[config.mk]
export PLATFORM = sky130hd
export DESIGN_NAME = sfh_fold
export DESIGN_NICKNAME = d
export VERILOG_FILES = /design/src/hw/rtl/assert_macros.svh /design/src/hw/rtl/sfh_pkg.sv /design/src/hw/rtl/sfh_fold.sv
export SDC_FILE = /design/constraint.sdc
export NUM_CORES = 1
export LEC_CHECK = 0
export BUFFER_PORTS_ARGS = -buffer_cell sky130_fd_sc_hd__buf_2
export CAP_MARGIN = 5
export CORE_AREA = 2 2 312 314
export DETAILED_ROUTE_END_ITERATION = 8
export DIE_AREA = 0 0 314 316
export GPL_ROUTABILITY_DRIVEN = 0
export PLACE_DENSITY = 0.5
export SLEW_MARGIN = 15
export SYNTH_ARGS = -nofsm -noshare
export SYNTH_HDL_FRONTEND = slang
export SYNTH_SLANG_ARGS = --single-unit
[constraint.sdc]
create_clock -name clk -period 0.8 [get_ports clk]
set_input_delay 0.12 -clock clk [delete_from_list [all_inputs] [get_ports clk]]
set_output_delay 0.12 -clock clk [all_outputs]
set_load 0.02 [all_outputs]
[src/hw/rtl/assert_macros.svh]
// assertion macros of the flow hash block, used by symmetric_flow_hash.sv
// depends on nothing; taken in by `include where assertions are written
`ifndef ASSERT_MACROS_SVH
`define ASSERT_MACROS_SVH

// implication checked at every rising clock edge outside reset
`define ASSERT_IMPLY(name, clk, rst_n, ante, cons) \
    name: assert property (@(posedge clk) disable iff (!rst_n) (ante) |-> (cons)) \
        else $error("implication check failed");

// fixed delay check: cons must hold at the delay given by lat after ante
`define ASSERT_DELAY(name, clk, rst_n, ante, lat, cons) \
    name: assert property (@(posedge clk) disable iff (!rst_n) (ante) |-> ##lat (cons)) \
        else $error("latency check failed");

`endif

[src/hw/rtl/sfh_pkg.sv]
// types, constants and byte swap helpers of the symmetric flow hash
// depends on nothing; used by every rtl module of the block
`default_nettype none

package sfh_pkg;

    localparam int unsigned WordW    = 32;
    localparam int unsigned HashW    = 64;
    localparam int unsigned LabelMax = 10;
    localparam int unsigned CountW   = 4;

    localparam logic [HashW-1:0] HashSeed = 64'd1125899906842597;

    // label lengths in words
    localparam logic [CountW-1:0] LabelNone = 4'd2;
    localparam logic [CountW-1:0] LabelIpv4 = 4'd4;
    localparam logic [CountW-1:0] LabelIpv6 = 4'd10;

    typedef enum logic [1:0] {
        KIND_NONE = 2'd0,
        KIND_IPV4 = 2'd1,
        KIND_IPV6 = 2'd2
    } kind_t;

    typedef enum logic [1:0] {
        DIR_UNDET     = 2'd0,
        DIR_SRC_LEFT  = 2'd1,
        DIR_SRC_RIGHT = 2'd2
    } dir_t;

    typedef logic [LabelMax-1:0][WordW-1:0] label_t;

    // one pipeline slot: the label still to fold sits from word 0 upward
    typedef struct packed {
        logic              vld;
        dir_t              dir;
        logic [CountW-1:0] n;
        logic [CountW-1:0] rem;
        label_t            words;
        logic [HashW-1:0]  hash;
    } fold_t;

    function automatic logic [31:0] swap32(input logic [31:0] v);
        swap32 = {v[7:0], v[15:8], v[23:16], v[31:24]};
    endfunction

    function automatic logic [15:0] swap16(input logic [15:0] v);
        swap16 = {v[7:0], v[15:8]};
    endfunction

endpackage

`default_nettype wire

[src/hw/rtl/sfh_fold.sv]
// one hash stage: while label words remain, folds label word 0 into the hash and shifts the label
// depends on sfh_pkg
`default_nettype none

module sfh_fold
(
    input  wire logic           clk,
    input  wire logic           rst_n,
    input  wire sfh_pkg::fold_t slot_in,
    output sfh_pkg::fold_t      slot_out
);

    sfh_pkg::fold_t slot_reg;
    sfh_pkg::fold_t slot_next;

    logic [sfh_pkg::HashW-1:0] h;
    logic [sfh_pkg::HashW-1:0] stepped;

    // h * 65599 = (h << 16) + (h << 6) - h, modulo 2^64
    always_comb
    begin
        h       = slot_in.hash;
        stepped = (h << 16) + (h << 6) - h
                  + {{(sfh_pkg::HashW-sfh_pkg::WordW){1'b0}}, slot_in.words[0]};
    end

    always_comb
    begin
        slot_next = slot_in;
        if (slot_in.rem != '0)
        begin
            slot_next.hash = stepped;
            slot_next.rem  = slot_in.rem - 4'd1;
            for (int i = 0; i < sfh_pkg::LabelMax - 1; i++)
            begin
                slot_next.words[i] = slot_in.words[i+1];
            end
            slot_next.words[sfh_pkg::LabelMax-1] = '0;
        end
    end

    always_ff @(posedge clk or negedge rst_n)
    begin
        if (!rst_n)
            slot_reg <= '0;
        else
            slot_reg <= slot_next;
    end

    assign slot_out = slot_reg;

endmodule

`default_nettype wire
==> results.py <==
metrics = {
    "timing": {
        "finalHoldViolCount": 0,
        "max_slew_margin_pct": 50.7,
        "finalCriticalPeriod_ps": 3110,
        "max_freq_mhz": 322,
        "rsz0062_at_grt": "true",
        "finalMaxSlewViolations": 0,
        "setup_viol": 780,
        "tightest_slew_ps": 732,
        "worst_slack_ps": -2310,
        "period_share_pct": 389,
    },
    "grt": {
        "grtUsageTotal_pct": 22.6,
        "first_global_vias": 24700,
        "grt_max_degree": 46,
        "grt_overflow": 0,
        "grt_antenna_before_repair": 3,
        "grt_pass1_wl_um": 165000,
    },
    "cts": {
        "cts_buffer_depth": 3,
        "clkSinkCount": 395,
        "cts_tree": "done",
        "cts-root-buf": "clkbuf_16",
        "cts_buffers": 48,
        "cts.clk_slew.worst_paths_ps": 70,
        "cts-htree-levels": 2,
    },
    "finish": {
        "largest_reg_flops": 395,
        "areaGrowthSynthToFinish_pct": 118,
        "utilization_pct": 47.1,
        "layout_common_cells": "buf_6, nand2_1, dlygate4sd3_1",
        "final_common_cell": "buf_6",
        "nNetsFinal": 4601,
        "final_cell_count_no_fill": 5330,
        "drive_above_1_share_pct": 54.2,
    },
    "synthesis": {
        "synth_top_area_share_pct": 47.7,
        "synth-seq-area-share_pct": 47.7,
        "synth_nets": 2895,
        "synth.cell_area_mm2": 0.0207,
        "synth-edff-count": 0,
        "syn_avg_cell_area_um2": 8.97,
        "synthArstFlopShare_pct": 100,
        "ys_types": 73,
        "yosysWarningCount": 0,
        "synth.area.top_cells": "dfrtp_1, nand2_1, fa_1",
        "synth_top_cell_by_area": "dfrtp_1",
        "synthFlopType": "dfrtp_1",
        "ys_seq_elements": 395,
        "synthCells": 2310,
    },
    "place": {
        "numPortBuffers": 791,
        "hpwl_um": 83300,
        "dp.cells": 4683,
    },
    "run_status": {
        "failed_checks": "setup timing",
        "status": "finished with violations",
    },
    "flow_run": {
        "max_cap_violations": 0,
    },
    "drt": {
        "vias": 24200,
        "wl_per_cell_um": 23.1,
        "drcViolationCount": 0,
        "ant_nets": 0,
        "routed_wl_um": 123000,
        "drt_iter0_drc": 1740,
        "drt_first_pass_iters": 5,
        "vias_per_cell": 4.53,
    },
    "hold_path": {
        "min_from": "slot_in[5]",
        "holdPathStages": 5,
        "hold_class": "input pin to register",
        "min_to": "slot_out[5]",
    },
    "power": {
        "p_seq_share_pct": 25.8,
        "internal-power_uw": 59200,
        "p_sw_share_pct": 37.0,
        "pwr-share-comb_pct": 50.3,
        "p_clk_share_pct": 23.8,
        "p_switching_uw": 34700,
        "ir_drop_v": 0.00167,
        "p_per_area_mw_per_mm2": 2080,
        "leakage_uw": 0.0220,
    },
    "floorplanning": {
        "die-width_um": 314,
        "dieArea_mm2": 0.0992,
        "rows": 114,
        "core_mm2": 0.0960,
        "initial_core_util_pct": 21.6,
        "io_pins": 792,
        "die_h_um": 316,
    },
    "setup_path": {
        "crit_slowest_cell": "fa_2",
        "crit_type": "input pin to register",
        "worst_setup_path_end_kind": "register",
        "cp_cell_sequence": "buf_8, buf_6, inv_6, ha_4, ha_4, ha_4, inv_2, fa_2, and2b_2, o2111ai_4, nand2_2, a31oi_4, o31ai_4, a21oi_4, o41ai_4, buf_6, a32oi_2, mux2i_1, nor2_1",
        "crit_arrival_ps": 3590,
        "start_kind": "input pin",
        "required_ps": 1280,
        "critPathMostFrequentCell": "ha_4",
        "crit_fanout": 5,
        "worst_path_largest_cell_delay_ps": 380,
    },
}
==> cells in the mapped netlist (7+ instances only) <==
master and number:
and3_1 11, o21bai_1 12, nand4_1 15, o21ai_1 12, a31oi_1 15, inv_1 181
nand3_1 15, and2_1 39, ha_1 114, a21oi_1 118, clkbuf_1 93, a21o_1 32
xnor2_1 36, xor2_1 25, nor2_1 65, o21ai_0 49, fa_1 74, nand2_1 899
nor3_1 7, dfrtp_1 395
==> critical path: cells and delay by family <==
kind            cells  cell delay, ps
simple gates        3             490
buf+inv             5             530
compound gates      6            1250
mux                 1             190
fa+ha+maj           4             980
==> per-layer routing <==
| metal | GRT usage, % | vias to the layer above | share of wire (%) | routed length (um) |
|---|---|---|---|---|
| li1 | - | 10800 | - | - |
| met1 | 27.9 | 12000 | 40 | 49400 |
| met3 | 3.97 | 302 | 6.2 | 7590 |
| met2 | 38.3 | 1124 | 48 | 59400 |
| met5 | 0 | - | 0 | 0 |
| met4 | 10.5 | 0 | 5.6 | 6850 |
==> worst max-delay path by stage <==
stage / startpoint / endpoint / slack, ps / cells after the start
2_1_floorplan: slot_in[2] / slot_out[60] / -2550 / 16
3_3_place_gp: slot_in[17] / slot_out[62] / -3020 / 16
3_5_place_dp: slot_in[17] / slot_out[62] / -3060 / 16
4_1_cts: slot_in[3] / slot_out[62] / -2180 / 15
5_1_grt: slot_in[2] / slot_out[52] / -2380 / 19
6_report: slot_in[2] / slot_out[60] / -2310 / 19
==> power by group through the flow <==
stage	Combinational, uW	Sequential, uW	Clock [uW]
floorplan	13500	27100	0
global placement	32500	23800	0
detailed placement	32500	23800	0
CTS	42300	24200	22600
global route	49900	24400	23500
finish	47300	24300	22400
==> area by class of cell <==
type / count / area [um^2]
clock inverters: 18 / 161
fillers: 8449 / 50800
multi-input cells: 1631 / 13900
clock buffers: 68 / 1420
repair buffers: 1759 / 17500
inverters: 181 / 717
diodes: 2 / 5.00
well taps: 1276 / 1600
flip-flops and latches: 395 / 9890
==> kinds of logic (layout without fill, tap and decap cells) <==
group / after synthesis / count (layout) / synth area share (%)
AO/OA/AOI/OAI: 294 / 294 / 9.13
adder cells (fa/ha/maj): 188 / 188 / 14.0
AND/OR/NAND/NOR: 1084 / 1084 / 21.1
flip-flops: 395 / 395 / 47.7
buffers and inverters: 284 / 2026 / 5.19
multiplexers: 4 / 4 / 0.199
other: 0 / 2 / 0
XOR/XNOR: 61 / 61 / 2.58
==> stage by stage <==
stage                     hold slack [ps]  instance area [um^2]  worst slack [ps]  setup TNS (ps)  total power, uW
final                                15.5                 45200             -2310         -362750            93900
after global routing                 9.24                 45200             -2380         -383630            97800
after CTS                           -22.6                 41600             -2180         -356080            89100
after detailed placement             60.5                 30100             -3060         -414400            56300
after global placement               61.2                 30100             -3020         -410170            56300
after floorplan                      -176                 21900             -2550         -279160            40600
==> repair_timing <==
item / in CTS / in global routing
endpoints found under the setup margin: 778 / 781
setup buffers: 67 / 71
hold buffers: 395 / 2
gates resized for setup: 1191 / 828
hold endpoints to repair: 787 / 3
pin swaps: 138 / 232
cloned: 39 / 27
Power figures use the tool's default switching activity.
