==> src/hw/rtl/assert_macros.svh <==
// assertion macros of the flow hash block, used by symmetric_flow_hash.sv
// depends on nothing; taken in by `include where assertions are written
`ifndef ASSERT_MACROS_SVH
`define ASSERT_MACROS_SVH

// implication checked at every rising clock edge outside reset
`define ASSERT_IMPLY(name, clk, rst_n, ante, cons) \
    name: assert property (@(posedge clk) disable iff (!rst_n) (ante) |-> (cons)) \
        else $error("implication check failed");

// fixed delay check: cons must hold at the delay given by lat after ante
`define ASSERT_DELAY(name, clk, rst_n, ante, lat, cons) \
    name: assert property (@(posedge clk) disable iff (!rst_n) (ante) |-> ##lat (cons)) \
        else $error("latency check failed");

`endif

==> src/hw/rtl/sfh_pkg.sv <==
// types, constants and byte swap helpers of the symmetric flow hash
// depends on nothing; used by every rtl module of the block
`default_nettype none

package sfh_pkg;

    localparam int unsigned WordW    = 32;
    localparam int unsigned HashW    = 64;
    localparam int unsigned LabelMax = 10;
    localparam int unsigned CountW   = 4;

    localparam logic [HashW-1:0] HashSeed = 64'd1125899906842597;

    // label lengths in words
    localparam logic [CountW-1:0] LabelNone = 4'd2;
    localparam logic [CountW-1:0] LabelIpv4 = 4'd4;
    localparam logic [CountW-1:0] LabelIpv6 = 4'd10;

    typedef enum logic [1:0] {
        KIND_NONE = 2'd0,
        KIND_IPV4 = 2'd1,
        KIND_IPV6 = 2'd2
    } kind_t;

    typedef enum logic [1:0] {
        DIR_UNDET     = 2'd0,
        DIR_SRC_LEFT  = 2'd1,
        DIR_SRC_RIGHT = 2'd2
    } dir_t;

    typedef logic [LabelMax-1:0][WordW-1:0] label_t;

    // one pipeline slot: the label still to fold sits from word 0 upward
    typedef struct packed {
        logic              vld;
        dir_t              dir;
        logic [CountW-1:0] n;
        logic [CountW-1:0] rem;
        label_t            words;
        logic [HashW-1:0]  hash;
    } fold_t;

    function automatic logic [31:0] swap32(input logic [31:0] v);
        swap32 = {v[7:0], v[15:8], v[23:16], v[31:24]};
    endfunction

    function automatic logic [15:0] swap16(input logic [15:0] v);
        swap16 = {v[7:0], v[15:8]};
    endfunction

endpackage

`default_nettype wire

==> src/hw/rtl/sfh_order.sv <==
// first stage: endpoint compare, direction and label assembly
// depends on sfh_pkg
`default_nettype none

module sfh_order
(
    input  wire logic                  clk,
    input  wire logic                  rst_n,
    input  wire logic                  vld_in,
    input  wire logic [1:0]            addr_kind,
    input  wire logic [63:0]           src_addr_high,
    input  wire logic [63:0]           src_addr_low,
    input  wire logic [63:0]           dst_addr_high,
    input  wire logic [63:0]           dst_addr_low,
    input  wire logic                  has_ports,
    input  wire logic [15:0]           sport,
    input  wire logic [15:0]           dport,
    input  wire logic [7:0]            protocol,
    output sfh_pkg::fold_t             slot
);

    sfh_pkg::fold_t slot_reg;
    sfh_pkg::fold_t slot_next;

    sfh_pkg::kind_t kind;
    logic           addr_lt;
    logic           addr_gt;
    logic           src_left;
    logic [63:0]    l_hi;
    logic [63:0]    l_lo;
    logic [63:0]    r_hi;
    logic [63:0]    r_lo;
    logic [15:0]    l_port;
    logic [15:0]    r_port;
    logic [31:0]    port_word;

    always_comb
    begin
        case (addr_kind)
            sfh_pkg::KIND_IPV4: kind = sfh_pkg::KIND_IPV4;
            sfh_pkg::KIND_IPV6: kind = sfh_pkg::KIND_IPV6;
            default:            kind = sfh_pkg::KIND_NONE;
        endcase
    end

    // big-endian address compare, network order already matches magnitude
    always_comb
    begin
        addr_lt = 1'b0;
        addr_gt = 1'b0;
        case (kind)
            sfh_pkg::KIND_IPV4:
            begin
                addr_lt = src_addr_low[31:0] < dst_addr_low[31:0];
                addr_gt = src_addr_low[31:0] > dst_addr_low[31:0];
            end
            sfh_pkg::KIND_IPV6:
            begin
                addr_lt = {src_addr_high, src_addr_low} < {dst_addr_high, dst_addr_low};
                addr_gt = {src_addr_high, src_addr_low} > {dst_addr_high, dst_addr_low};
            end
            default:
            begin
                addr_lt = 1'b0;
                addr_gt = 1'b0;
            end
        endcase
    end

    always_comb
    begin
        slot_next     = '0;
        slot_next.vld = vld_in;
        if (addr_lt)
            slot_next.dir = sfh_pkg::DIR_SRC_LEFT;
        else if (addr_gt)
            slot_next.dir = sfh_pkg::DIR_SRC_RIGHT;
        else if (has_ports && (sport < dport))
            slot_next.dir = sfh_pkg::DIR_SRC_LEFT;
        else if (has_ports && (sport > dport))
            slot_next.dir = sfh_pkg::DIR_SRC_RIGHT;
        else
            slot_next.dir = sfh_pkg::DIR_UNDET;

        // undetermined direction puts the destination on the left
        src_left = slot_next.dir == sfh_pkg::DIR_SRC_LEFT;
        l_hi   = src_left ? src_addr_high : dst_addr_high;
        l_lo   = src_left ? src_addr_low  : dst_addr_low;
        r_hi   = src_left ? dst_addr_high : src_addr_high;
        r_lo   = src_left ? dst_addr_low  : src_addr_low;
        l_port = src_left ? sport : dport;
        r_port = src_left ? dport : sport;
        port_word = has_ports ?
            {sfh_pkg::swap16(l_port), sfh_pkg::swap16(r_port)} : 32'd0;

        case (kind)
            sfh_pkg::KIND_IPV4:
            begin
                slot_next.n        = sfh_pkg::LabelIpv4;
                slot_next.words[0] = sfh_pkg::swap32(l_lo[31:0]);
                slot_next.words[1] = sfh_pkg::swap32(r_lo[31:0]);
                slot_next.words[2] = port_word;
                slot_next.words[3] = {24'd0, protocol};
            end
            sfh_pkg::KIND_IPV6:
            begin
                slot_next.n        = sfh_pkg::LabelIpv6;
                slot_next.words[0] = sfh_pkg::swap32(l_hi[63:32]);
                slot_next.words[1] = sfh_pkg::swap32(l_hi[31:0]);
                slot_next.words[2] = sfh_pkg::swap32(l_lo[63:32]);
                slot_next.words[3] = sfh_pkg::swap32(l_lo[31:0]);
                slot_next.words[4] = sfh_pkg::swap32(r_hi[63:32]);
                slot_next.words[5] = sfh_pkg::swap32(r_hi[31:0]);
                slot_next.words[6] = sfh_pkg::swap32(r_lo[63:32]);
                slot_next.words[7] = sfh_pkg::swap32(r_lo[31:0]);
                slot_next.words[8] = port_word;
                slot_next.words[9] = {24'd0, protocol};
            end
            default:
            begin
                slot_next.n        = sfh_pkg::LabelNone;
                slot_next.words[0] = port_word;
                slot_next.words[1] = {24'd0, protocol};
            end
        endcase
        slot_next.rem  = slot_next.n;
        slot_next.hash = sfh_pkg::HashSeed;
    end

    always_ff @(posedge clk or negedge rst_n)
    begin
        if (!rst_n)
            slot_reg <= '0;
        else
            slot_reg <= slot_next;
    end

    assign slot = slot_reg;

endmodule

`default_nettype wire

==> config.mk <==
export PLATFORM = sky130hd
export DESIGN_NAME = sfh_order
export DESIGN_NICKNAME = d
export VERILOG_FILES = /design/src/hw/rtl/assert_macros.svh /design/src/hw/rtl/sfh_pkg.sv /design/src/hw/rtl/sfh_order.sv
export SDC_FILE = /design/constraint.sdc
export NUM_CORES = 1
export LEC_CHECK = 0
export ABC_AREA = 1
export BUFFER_PORTS_ARGS = -buffer_cell sky130_fd_sc_hd__buf_2
export CORE_AREA = 3 3 270 272
export CTS_BUF_LIST = sky130_fd_sc_hd__clkbuf_8
export DETAILED_ROUTE_END_ITERATION = 12
export DIE_AREA = 0 0 273 275
export MAX_ROUTING_LAYER = met4
export PLACE_DENSITY = 0.52
export SLEW_MARGIN = 20
export SYNTH_ARGS = -nofsm -noshare
export SYNTH_HDL_FRONTEND = slang
export SYNTH_SLANG_ARGS = --single-unit
==> constraint.sdc <==
create_clock -name clk -period 1.3 [get_ports clk]
set_input_delay 0.065 -clock clk [delete_from_list [all_inputs] [get_ports clk]]
set_output_delay 0.065 -clock clk [all_outputs]
set_load 0.02 [all_outputs]
==> impl_results.md <==
- Number of antenna violations at the first check in global routing: 44
- # fillers: 6773
- Max Slew Vio Count: 0
- Hold WS: 44.5 ps
- Design area: 0.0337 mm²
- Share of cells above drive strength 1: 42.2%
- Mapped Area: 0.0180 mm²
- Max capacitance violation total: 0
- Crit path to: slot[78]
- Clock sink count: 303
- Leak pwr: 0.0180 µW
- First-pass GRT wire length: 142000 µm
- Synth Flop Type: dfrtp_1
- Status: finished with violations
- Routed Antenna Nets: 0
- DR iter-0 viols: 1380
- Rows: 98
- Worst slew pin tran: 1040 ps
- Drt wl/cell: 21.7 µm
- Clock buffer depth: 3
- PortBufs: 653
- Met3 usage: 5.85%
- Post-synthesis mux area share: 0%
- VDD IR-drop max: 0.817 mV
- Adder-Cell Fraction of Synth Area: 10.2%
- Most frequent cell after synthesis: nand2_1
- Largest net degree at the start of global routing: 66
- Post-synth EDFFs: 0
- Syn Inst Count: 2343
- GRT met1 Usage: 30.7%
- GP Congestion: 0.896
- GRT Overall Usage: 26.4%
- Failing checks: setup timing
- Main area contributors after synthesis: dfrtp_1, ha_1, nand2_1, inv_1, nand3_1
- Routed wire length: 103000 µm
- Core area: 0.0710 mm²
- Most used cell, CP: nand2_4
- Slowest Stage Delay on Critical Path: 310 ps
- Main combinational cell family by area after synthesis: simple AND/OR/NAND/NOR gates
- Cell taking the most area after synthesis: dfrtp_1
- Post-synthesis async set-or-reset flop share: 100%
- Area Overhead vs Synth: 87.2%
- Clk slew on worst S/H paths: 60 ps
- Register Area: 0.00758 mm²
- Fin cells: 4755
- Final setup margin: -1040 ps
- Drt drc: 0
- Endpoint kind of the worst setup timing path: flip-flop
- Post-Synth XOR/XNOR Area: 0%
- Root Driver: clkbuf_8
- Util after Layout: 47.5%
- Fmax: 428 MHz
- Top cell type's share of synthesized area: 42.1%
- Post-synth top cells: nand2_1, inv_1, dfrtp_1, nand3_1, a21oi_1
- Synth Area in Compound Gates: 13.1%
- Die H: 275 µm
- Arr. time, crit path: 2920 ps
- IO Count: 697
- Req. time, crit path: 1890 ps
- Final Power: 34000 µW
- Final period util: 180%
- CP Cell Sequence: buf_4 -> ha_4 -> nand2_4 -> nor2_4 -> nor3b_4 -> nand2_2 -> nor2_4 -> nand2_4 -> nand2_4 -> nand2_1 -> nand2_2 -> o21bai_1 -> nand2_1 -> nand2_2 -> nand2_4 -> nand2_8 -> buf_12 -> buf_8 -> buf_6 -> nand2_4 -> nand4_1 -> nand3_1
- Nets: 4176
- Cts bufs inserted: 58
- #FFs+latches synth: 303
- Vias per cell: 4.69
- DR pass1 iterations: 5
- Vias: 22.3k
- Global routing met2 resource utilization: 44.3%
- Dpl cells: 4171
- Die Span X: 273 µm
- Worst Hold Class: in2reg
- Power Density: 1010 mW/mm²
- Area of the multi-input gates: 0.0101 mm²
- Post-synth cell types: 32
- RSZ-0062 raised after global routing: true
- GR peak layer: met2
- Vias in the first global route: 22.1k
- Final HPWL DP: 72100 µm
- CTS tree: yes
- Post-synthesis simple-gate area fraction: 21.0%
- Type of origin of the critical path: input pin
- YS warnings: 0
- Placed Area: 0.0251 mm²
- Grt ovf: 0
- Crit Path Class: in2reg
- H-tree levels: 2
- Crit. Startpoint: src_addr_low[61]
- Final min period: 2340 ps
- Final Hold Viols: 0
- Max reg flops: 303
- Initial Util: 25.4%
- Syn Area/Cell: 7.69 µm²
- Slew margin rel.: 30.6%
- Endpoints failing setup: 461
- Slowest CP cell: nand4_1
- Sequential-to-total area share from yosys stat: 42.1%
- Die area: 0.0751 mm²
- CP max FO: 7
## placed cells by master (no fill, tap or decap), types with 56 or more instances in the layout
cell type / instances
buf_2: 626
nand2_1: 371
dlygate4sd3_1: 366
buf_4: 355
inv_1: 304
dfrtp_1: 303
nand3_1: 159
a21oi_1: 158
o21ai_1: 133
nor2_1: 118
ha_1: 109
clkbuf_8: 70
nand2_2: 62
nand4_1: 56
## layer usage
| metal | routed length [µm] | up-vias |
|---|---|---|
| li1 | - | 10300 |
| met1 | 39900 | 10700 |
| met2 | 50500 | 1035 |
| met3 | 8240 | 260 |
| met4 | 4340 | 0 |
| met5 | 0 | - |
## worst min path at each step
| stage | from | to | slack [ps] | cells after the start |
|---|---|---|---|---|
| floorplan | rst_n | slot[0] | -230 | 0 |
| global placement | rst_n | slot[95] | -80 | 1 |
| detailed placement | rst_n | slot[95] | -90 | 1 |
| CTS | addr_kind[1] | slot[261] | 7 | 5 |
| global route | addr_kind[1] | slot[258] | 4 | 5 |
| finish | addr_kind[1] | slot[258] | 40 | 5 |
## cell type report
| class | count | area share, % |
|---|---|---|
| repair buffers | 1496 | 36.2 |
| multi-input cells | 1544 | 30.1 |
| flip-flops and latches | 303 | 22.5 |
| inverters | 324 | 3.75 |
| well taps | 950 | 3.52 |
| clock buffers | 70 | 2.86 |
| clock inverters | 32 | 0.808 |
| diodes | 36 | 0.267 |
## through the flow
| step | worst slack (ps) | TNS (ps) |
|---|---|---|
| floorplan | -836 | -236070 |
| global placement | -2350 | -613900 |
| detailed placement | -2360 | -618260 |
| CTS | -996 | -284220 |
| global route | -1150 | -334920 |
| finish | -1040 | -287180 |
## what timing repair did
item / in CTS / in global routing
pin swaps: 49 / 77
setup endpoints to repair: 549 / 677
hold buffers: 366 / 0
gates cloned: 29 / 15
setup buffers: 34 / 15
resized for setup: 290 / 273
endpoints found under the hold margin: 601 / 0
## worst max-delay path, delay by kind of cell
family,cells,cell delay (ps)
buffers and inverters,4,550
AND/OR/NAND/NOR,16,1950
AO/OA/AOI/OAI,1,70
adder cells (fa/ha/maj),1,270
## cells by family after synthesis
family | Yosys count
adder cells (fa/ha/maj) | 147
AO/OA/AOI/OAI | 460
flip-flops | 303
AND/OR/NAND/NOR | 892
buffers and inverters | 539
other | 2
## power breakdown
group / total (µW) / internal (µW) / switching [µW]
Sequential: 10400 / 10100 / 264
Combinational: 13200 / 5830 / 7320
Clock: 10500 / 5840 / 4650
Note: power is estimated with default switching activity, not from simulation.
